`config.mk`:
```
export PLATFORM = sky130hd
export DESIGN_NAME = wcs_ctrl
export DESIGN_NICKNAME = d
export VERILOG_FILES = /design/src/rtl/wcs_pkg.sv /design/src/rtl/wcs_ctrl.sv
export SDC_FILE = /design/constraint.sdc
export NUM_CORES = 1
export LEC_CHECK = 0
export BUFFER_PORTS_ARGS = -buffer_cell sky130_fd_sc_hd__buf_2
export CAP_MARGIN = 20
export CORE_AREA = 5 5 42 44
export CTS_CLUSTER_SIZE = 14
export DETAILED_ROUTE_END_ITERATION = 16
export DIE_AREA = 0 0 47 49
export GPL_TIMING_DRIVEN = 1
export PLACE_DENSITY = 0.47
export SKIP_LAST_GASP = 1
export SLEW_MARGIN = 20
export SYNTH_ARGS = -nofsm -noshare
export SYNTH_HDL_FRONTEND = slang
export SYNTH_SLANG_ARGS = --single-unit
```
`constraint.sdc`:
```
create_clock -name i_clk -period 1.6 [get_ports i_clk]
set_input_delay 0.32 -clock i_clk [delete_from_list [all_inputs] [get_ports i_clk]]
set_output_delay 0.32 -clock i_clk [all_outputs]
set_load 0.02 [all_outputs]
```
`src/rtl/wcs_pkg.sv`:
```
`timescale 1ns / 1ps
// ----------------------------------------------------------------------------
// wcs_pkg
// Shared types and codes for the weighted cell sampler.
// ----------------------------------------------------------------------------
package wcs_pkg;

    // default table depth
    localparam int WCS_MAX_CELLS = 1024;

    // operation codes
    localparam logic [1:0] OP_CLEAR  = 2'd0;
    localparam logic [1:0] OP_APPEND = 2'd1;
    localparam logic [1:0] OP_SAMPLE = 2'd2;

    // status codes
    localparam logic [1:0] ST_OK    = 2'd0;
    localparam logic [1:0] ST_EMPTY = 2'd1;
    localparam logic [1:0] ST_FULL  = 2'd2;

    // input item
    typedef struct packed {
        logic [1:0]  operation;
        logic [31:0] weight;
        logic [31:0] random_fraction;
    } t_in_item;

    // result item
    typedef struct packed {
        logic [9:0] cell_index;
        logic [1:0] status;
    } t_out_item;

    // controller states
    typedef enum logic [2:0] {
        S_IDLE,
        S_DECODE,
        S_MUL_LO,
        S_MUL_HI,
        S_ADD,
        S_PROBE,
        S_CMP,
        S_RESULT
    } t_state;

    // controller -> datapath commands
    typedef struct packed {
        logic capture;
        logic exec;
        logic mul_lo;
        logic mul_hi;
        logic add;
        logic probe;
        logic compare;
        logic take_index;
        logic load_out;
    } t_dp_cmd;

    // datapath -> controller status
    typedef struct packed {
        logic [1:0] op;
        logic       empty;
        logic       more;
    } t_dp_sts;

endpackage

```
`src/rtl/wcs_ctrl.sv`:
```
`timescale 1ns / 1ps
// ----------------------------------------------------------------------------
// wcs_ctrl
// Sequencer for decode, target multiply, binary search and result hand-off.
// ----------------------------------------------------------------------------
module wcs_ctrl (
    input  logic             i_clk,
    input  logic             i_rst_n,
    input  logic             i_in_valid,
    output logic             o_in_stall,
    output logic             o_out_valid,
    input  logic             i_out_stall,
    input  wcs_pkg::t_dp_sts i_sts,
    output wcs_pkg::t_dp_cmd o_cmd
);
    import wcs_pkg::*;

    t_state r_state;
    t_state n_state;
    logic   r_out_valid;
    logic   n_out_valid;

    assign o_in_stall  = (r_state != S_IDLE);
    assign o_out_valid = r_out_valid;

    // state and output valid registers
    always_ff @(posedge i_clk) begin
        if (!i_rst_n) begin
            r_state     <= S_IDLE;
            r_out_valid <= 1'b0;
        end else begin
            r_state     <= n_state;
            r_out_valid <= n_out_valid;
        end
    end

    // next state and commands
    always_comb begin
        n_state     = r_state;
        n_out_valid = r_out_valid;
        o_cmd       = '0;
        if (r_out_valid && !i_out_stall) begin
            n_out_valid = 1'b0;
        end
        unique case (r_state)
            S_IDLE: begin
                if (i_in_valid) begin
                    o_cmd.capture = 1'b1;
                    n_state       = S_DECODE;
                end
            end
            S_DECODE: begin
                o_cmd.exec = 1'b1;
                if (i_sts.op == OP_SAMPLE && !i_sts.empty) begin
                    n_state = S_MUL_LO;
                end else begin
                    n_state = S_RESULT;
                end
            end
            S_MUL_LO: begin
                o_cmd.mul_lo = 1'b1;
                n_state      = S_MUL_HI;
            end
            S_MUL_HI: begin
                o_cmd.mul_hi = 1'b1;
                n_state      = S_ADD;
            end
            S_ADD: begin
                o_cmd.add = 1'b1;
                n_state   = S_PROBE;
            end
            S_PROBE: begin
                if (i_sts.more) begin
                    o_cmd.probe = 1'b1;
                    n_state     = S_CMP;
                end else begin
                    o_cmd.take_index = 1'b1;
                    n_state          = S_RESULT;
                end
            end
            S_CMP: begin
                o_cmd.compare = 1'b1;
                n_state       = S_PROBE;
            end
            S_RESULT: begin
                // output register free or draining this cycle
                if (!r_out_valid || !i_out_stall) begin
                    o_cmd.load_out = 1'b1;
                    n_out_valid    = 1'b1;
                    n_state        = S_IDLE;
                end
            end
            default: begin
                n_state = S_IDLE;
            end
        endcase
    end

    // an accepted item always goes to decode
    a_accept_decode: assert property (@(posedge i_clk) disable iff (!i_rst_n)
        (i_in_valid && !o_in_stall) |=> (r_state == S_DECODE))
        else $error("accepted item not decoded");

    // a held result is never overwritten
    a_no_overwrite: assert property (@(posedge i_clk) disable iff (!i_rst_n)
        !(o_cmd.load_out && r_out_valid && i_out_stall))
        else $error("result overwritten while stalled");

endmodule

```
==> results by group, run 1 <==
Die
  • Overall die height: 49 um
  • Die span in x: 47 um
  • Cell Rows: 14
  • Placeable Area: 1400 sq um
  • Initial core utilization: 0.192
  • I/O pin count: 19
  • Die Area: 2300 sq um

Power
  • Worst IR Drop VDD: 0.339 mV
  • PwrDens: 944 nW/um^2
  • Static leakage: 0.209 nW

Route
  • Total detailed-routing wirelength: 781 um
  • Number of detailed-routing iterations run before antenna repair: 3
  • Starting DRC count in detailed routing: 3
  • Final routed DRC violation total: 0
  • Vias per inst: 4.61
  • Number of nets with antenna violations after routing: 0
  • Post-detailed-route wirelength per cell: 11.2 um
  • Vias post-DR: 323

CTS
  • Clock tree from TritonCTS: done
  • CTS H-Tree Depth: 1
  • CTS buffer count: 3
  • Clk Tree Root Cell: clkbuf_4
  • Deepest clock path buffer count: 2
  • Post-CTS repair timing setup buffer count: 0
  • Clock insertion delay at the later pin of the skew report: 230 ps
  • Number of clock sinks: 4
  • CTS clock-pin slew for the worst setup and hold paths: 40 ps

GRT
  • Pin count of the biggest net entering global routing: 14
  • Vias in the first global route: 294
  • Global-route congestion overflow total: 0
  • First-pass GRT wire length: 1170 um
  • Antenna violations before repair: 0
  • Total routing resource utilization after global routing: 0.0669

STA
  • Period Utilization, post-route: 0.965
  • Post-Route Hold Slack: 339 ps
  • Post-layout minimum cycle time: 1540 ps
  • Final-report hold violation count: 0
  • Worst-margin pin slew: 209 ps
  • Final count of pins violating max slew: 0
  • Count of final setup violators: 0
  • Unrepaired setup endpoints after global routing: true
  • Slew HR: 0.858
  • Achievable clock frequency: 0.648 GHz
  • Worst Clk Skew: 1.67 ps

Logic synthesis
  • Post-synthesis sequential area ratio: 0.298
  • Mapped Area: 269 sq um
  • Number of instances in the synthesized netlist: 35
  • Cell type contributing the most total cell area after synthesis: dfxtp_1
  • Number of nets in the synthesized netlist: 43
  • Number of register bits inferred by synthesis: 4
  • Area fraction of the dominant cell type after synthesis: 0.298
  • Netlist cell types: 20
  • Warning count from the yosys run: 0
  • Leading post-synthesis cells by cell area: dfxtp_1 30%, nor3b_1 11%, a21boi_0 5.6%
  • Mapped Avg Cell Area: 7.69 sq um

Placed design
  • Routability-driven placement congestion ratio: 0.674
  • Total instance count after detailed placement: 67
  • IO Port Bufs: 18
  • Final HPWL from detailed placement: 593 um

Worst setup path
  • Setup CP Type: reg2out
  • Arrival @ worst endpoint: 1220 ps
  • Chain of cells forming the critical path: or3_4 > nor2_1 > buf_4
  • Critical path's largest stage delay: 380 ps
  • Maximum fanout count along the critical path: 13
  • Startpoint kind of the worst setup timing path: register
  • Crit. End Element: output port
  • Crit path max-delay cell type: or3_4
  • Worst endpoint required time: 1280 ps

Cells and area
  • Ant. Diodes: 0
  • Post-layout util: 0.296
  • Final non-filler cell total: 70
  • Most frequent cells in the layout: 17 x buf_2, 4 x nor3b_1, 4 x nor2_1
  • Number of nets in the final layout: 64
  • Fillers: 168
  • Most common library cell in the layout ignoring fill and taps: buf_2
  • Area growth from synthesis to layout: 54.4%
  • Share of layout cells above drive strength 1: 0.500

Worst hold path
  • Class of the worst hold path: in2reg

Run status
  • Outcome: complete, no violations

Run
  • Max-cap violation count: 0
[path summary, 6_finish.rpt]
check                     end  depth (start not counted)  slack [ps]         from
setup / recovery     o_cmd[8]                          3          60   r_state[2]
hold / removal     r_state[1]                          2         340      i_rst_n
setup reg to reg   r_state[2]                          3         380   r_state[1]
hold reg to reg   o_out_valid                          2         510  o_out_valid
[where the power goes]
group	internal, mW	switching, mW
registers	0.114	0.0270
logic	0.0619	0.0684
clock network	0.0837	0.0375
[cells by family (layout without fill, tap and decap cells)]
logic type | count (synthesis) | in the layout | share of synthesized area
and+or+nand+nor | 18 | 18 | 0.423
AOI/OAI and AO/OA | 9 | 9 | 0.214
DFF | 4 | 4 | 0.298
buffers and inverters | 4 | 23 | 0.0651
[cell type report]
cell class / instances / area [sq um] / share of cell area
clock buffers: 3 / 22.5 / 0.0542
inverters: 1 / 3.75 / 0.00904
multi-input cells: 27 / 183 / 0.440
flip-flops and latches: 4 / 86.3 / 0.208
well taps: 16 / 20.0 / 0.0482
repair buffers: 19 / 100 / 0.241
[per-stage QoR]
stage	cell area [sq um]	setup slack, ps	power (mW)	setup TNS (ps)
global placement	379	228	0.261	0
floorplan	275	153	0.217	0
CTS	408	29.8	0.397	0
detailed placement	379	201	0.262	0
finish	415	56.6	0.392	0
global route	415	-5.33	0.418	-5.33
[state kept, by name, summed over array words and instances (netlist names)]
register,flops
o_out_valid,1
r_state,3
[routing by layer]
| metal | vias up | wire length [um] | global-route usage |
|---|---|---|---|
| met4 | 0 | 0 | 0.0415 |
| met3 | 0 | 92 | 0.0185 |
| met5 | - | 0 | 0 |
| met2 | 11 | 387 | 0.104 |
| li1 | 166 | - | - |
| met1 | 146 | 301 | 0.0769 |
[Yosys cell counts]
cell	count
or4b_1	1
nand2_1	2
buf_2	2
dfxtp_1	4
a21oi_1	2
nor2_1	4
o21ai_0	2
or3_1	1
a211o_1	1
o21a_1	1
inv_1	1
nor3b_1	4
and3_1	1
a31oi_1	1
nor4bb_1	1
a21boi_0	2
and4b_1	1
nand3_1	2
and3b_1	1
clkbuf_1	1
[repair_timing]
item,CTS,global route
endpoints found under the setup margin,3,1
resized for setup,4,2
hold buffers,0,0
endpoints found under the hold margin,0,0
[critical path, delay by kind of cell, from the launching register on]
kind	cells	cell delay [ps]
flip-flops	1	370
buffers and inverters	1	150
AND/OR/NAND/NOR	2	480
Note: power is estimated with default switching activity, not from simulation.
==> inputs of run 2 (changes only) <==
--- a/config.mk
+++ b/config.mk
@@ -5,14 +5,17 @@
 export SDC_FILE = /design/constraint.sdc
 export NUM_CORES = 1
 export LEC_CHECK = 0
-export BUFFER_PORTS_ARGS = -buffer_cell sky130_fd_sc_hd__buf_2
 export CAP_MARGIN = 20
+export CELL_PAD_IN_SITES_DETAIL_PLACEMENT = 0
+export CELL_PAD_IN_SITES_GLOBAL_PLACEMENT = 2
 export CORE_AREA = 5 5 42 44
 export CTS_CLUSTER_SIZE = 14
 export DETAILED_ROUTE_END_ITERATION = 16
 export DIE_AREA = 0 0 47 49
+export DONT_BUFFER_PORTS = 1
 export GPL_TIMING_DRIVEN = 1
-export PLACE_DENSITY = 0.47
+export HOLD_SLACK_MARGIN = 0.02
+export PLACE_DENSITY = 0.57
 export SKIP_LAST_GASP = 1
 export SLEW_MARGIN = 20
 export SYNTH_ARGS = -nofsm -noshare
==> run 2 against run 1 <==
  * Final area down 9.0%
  * Sequential power about the same
  * Fmax up 1.1%
  * Sequential cell count unchanged
  * Via count down 11%
  * Utilization down 2.7 points
  * First-iteration DRC count down 33%
  * Non-clock buffer count down 11
  * Clock power about the same
  * Clock-buffer cell count unchanged
  * Critical path type unchanged
  * Largest power group unchanged
==> results by group, run 2 (synthesized netlist as in run 1, its figures left out) <==
Run
  • Max-cap violation count: 0 (unchanged)

Power
  • Combinational cell fraction of total power: 0.332 (about the same)
  • PwrDens: 1030 nW/um^2 (was 944 nW/um^2)
  • Switching pwr: 128 uW (was 133 uW)
  • Static leakage: 0.160 nW (was 0.209 nW)
  • Switching fraction of total power: 0.329 (was 0.339)
  • Int Pwr: 261 uW (was 259 uW)
  • Worst IR Drop VDD: 0.324 mV (was 0.339 mV)
  • Clock share of power: 0.308 (was 0.309)
  • Register share of total power: 0.361 (was 0.359)
  • Total power consumption of the routed design: 388 uW (was 392 uW)

Placed design
  • Post-placement cell area: 342 sq um (was 379 sq um)
  • Total instance count after detailed placement: 56 (was 67)
  • Final HPWL from detailed placement: 615 um (was 593 um)
  • Routability-driven placement congestion ratio: 0.656 (was 0.674)
  • IO Port Bufs: 0 (was 18)

Route
  • Starting DRC count in detailed routing: 2 (was 3)
  • Number of nets with antenna violations after routing: 0 (unchanged)
  • Final routed DRC violation total: 0 (unchanged)
  • Vias per inst: 4.85 (was 4.61)
  • Number of detailed-routing iterations run before antenna repair: 4 (was 3)
  • Total detailed-routing wirelength: 804 um (was 781 um)
  • Vias post-DR: 286 (was 323)
  • Post-detailed-route wirelength per cell: 13.6 um (was 11.2 um)

CTS
  • CTS clock-pin slew for the worst setup and hold paths: 40 ps (about the same)
  • Number of clock sinks: 4 (unchanged)
  • Post-CTS repair timing setup buffer count: 0 (unchanged)
  • Deepest clock path buffer count: 2 (unchanged)
  • Clock tree from TritonCTS: done (unchanged)
  • Post-cts gate resize count: 1 (was 4)
  • CTS H-Tree Depth: 1 (unchanged)
  • CTS buffer count: 3 (unchanged)
  • Hold-fix buffers, CTS: 0 (unchanged)
  • Clk Tree Root Cell: clkbuf_4 (unchanged)
  • Clock insertion delay at the later pin of the skew report: 230 ps (about the same)

STA
  • Post-route setup TNS: 0 ps (unchanged)
  • Post-layout minimum cycle time: 1530 ps (was 1540 ps)
  • Slew HR: 0.742 (was 0.858)
  • Worst-margin pin slew: 386 ps (was 209 ps)
  • Final-report hold violation count: 0 (unchanged)
  • Period Utilization, post-route: 0.954 (was 0.965)
  • Unrepaired setup endpoints after global routing: false (was true)
  • Final count of pins violating max slew: 0 (unchanged)
  • Achievable clock frequency: 0.655 GHz (was 0.648 GHz)
  • Count of final setup violators: 0 (unchanged)
  • Worst Clk Skew: 1.57 ps (was 1.67 ps)

Cells and area
  • Most common library cell in the layout ignoring fill and taps: buf_4 (was buf_2)
  • Final non-filler cell total: 59 (was 70)
  • Fillers: 163 (was 168)
  • Post-layout util: 0.270 (was 0.296)
  • Ant. Diodes: 0 (unchanged)
  • Area of all placed cells without fillers: 378 sq um (was 415 sq um)
  • Area growth from synthesis to layout: 40.5% (was 54.4%)
  • Number of nets in the final layout: 53 (was 64)
  • Largest register FFs: 3 (unchanged)
  • Share of layout cells above drive strength 1: 0.395 (was 0.500)
  • Most frequent cells in the layout: 8 x buf_4, 4 x nor3b_1, 3 x nor2_1, 3 x clkbuf_4 (was 17 x buf_2, 4 x nor3b_1, 4 x nor2_1)
  • Register with the most flip-flops: r_state (unchanged)

Worst setup path
  • Maximum fanout count along the critical path: 13 (unchanged)
  • CP Launch Point: r_state[2] (unchanged)
  • Startpoint kind of the worst setup timing path: register (unchanged)
  • Worst flop-to-flop path startpoint: r_state[2] (was r_state[1])
  • Setup CP Type: reg2out (unchanged)
  • Chain of cells forming the critical path: or3_4 > nor2_2 > buf_4 (was or3_4 > nor2_1 > buf_4)
  • Category of cells accounting for the largest share of critical-path delay: simple AND/OR/NAND/NOR gates (unchanged)
  • Arrival @ worst endpoint: 1210 ps (was 1220 ps)
  • Worst endpoint required time: 1280 ps (about the same)
  • Crit. End Element: output port (unchanged)
  • Number of buffers and inverters on the critical path: 1 (unchanged)
  • Critical path's largest stage delay: 380 ps (about the same)
  • Crit path max-delay cell type: or3_4 (unchanged)

GRT
  • Total routing resource utilization after global routing: 0.0711 (was 0.0669)
  • Global-route congestion overflow total: 0 (unchanged)
  • Vias in the first global route: 272 (was 294)
  • Antenna violations before repair: 0 (unchanged)
  • First-pass GRT wire length: 1210 um (was 1170 um)
  • Pin count of the biggest net entering global routing: 14 (unchanged)

Die
  • I/O pin count: 19 (unchanged)
  • Overall die height: 49 um (unchanged)
  • Die span in x: 47 um (unchanged)
  • Initial core utilization: 0.192 (unchanged)
  • Placeable Area: 1400 sq um (unchanged)
  • Die Area: 2300 sq um (unchanged)
  • Cell Rows: 14 (unchanged)

Worst hold path
  • Hold Crit Start: i_rst_n (unchanged)
  • Class of the worst hold path: in2reg (unchanged)

Run status
  • Outcome: complete, no violations (unchanged)
==> run 2: cell count changes in the layout (fill, tap and decap cells not counted) <==
cell / before / now
buf_2: 17 / 0
buf_4: 2 / 8
nor2_1: 4 / 3
nor2_2: 0 / 1
==> run 2: path summary, 6_finish.rpt <==
path,end,slack [ps],depth (start not counted)
hold reg to reg,r_state[0],540,1
setup / recovery,o_cmd[8],70,3
hold / removal,r_state[1],210,1
setup reg to reg,r_state[0],350,4
==> run 2: metrics by stage <==
stage               hold slack, ps  setup WS [ps]
finish                         208           73.0
global route                   208           20.4
global placement               441            261
CTS                            200           10.7
detailed placement             443            243
floorplan                      438            153
==> run 2: routing by layer <==
layer,wire [um],GRT usage
met2,366,0.0882
met1,305,0.0921
met3,133,0.0295
met5,0,0
met4,0,0.0553
==> run 2: layout make-up <==
type | count | area, sq um | area share
clock buffers | 3 | 22.5 | 0.0596
inverters | 1 | 3.75 | 0.00993
multi-input cells | 27 | 185 | 0.490
flip-flops and latches | 4 | 86.3 | 0.228
well taps | 16 | 20.0 | 0.0530
repair buffers | 8 | 60.1 | 0.159
==> run 2: power by group through the flow <==
stage               Combinational (mW)  Sequential (mW)  Clock (mW)
floorplan                       0.0979            0.119           0
global placement                 0.122            0.136           0
detailed placement               0.123            0.137           0
CTS                              0.124            0.136       0.127
global route                     0.138            0.144       0.133
finish                           0.129            0.140       0.119
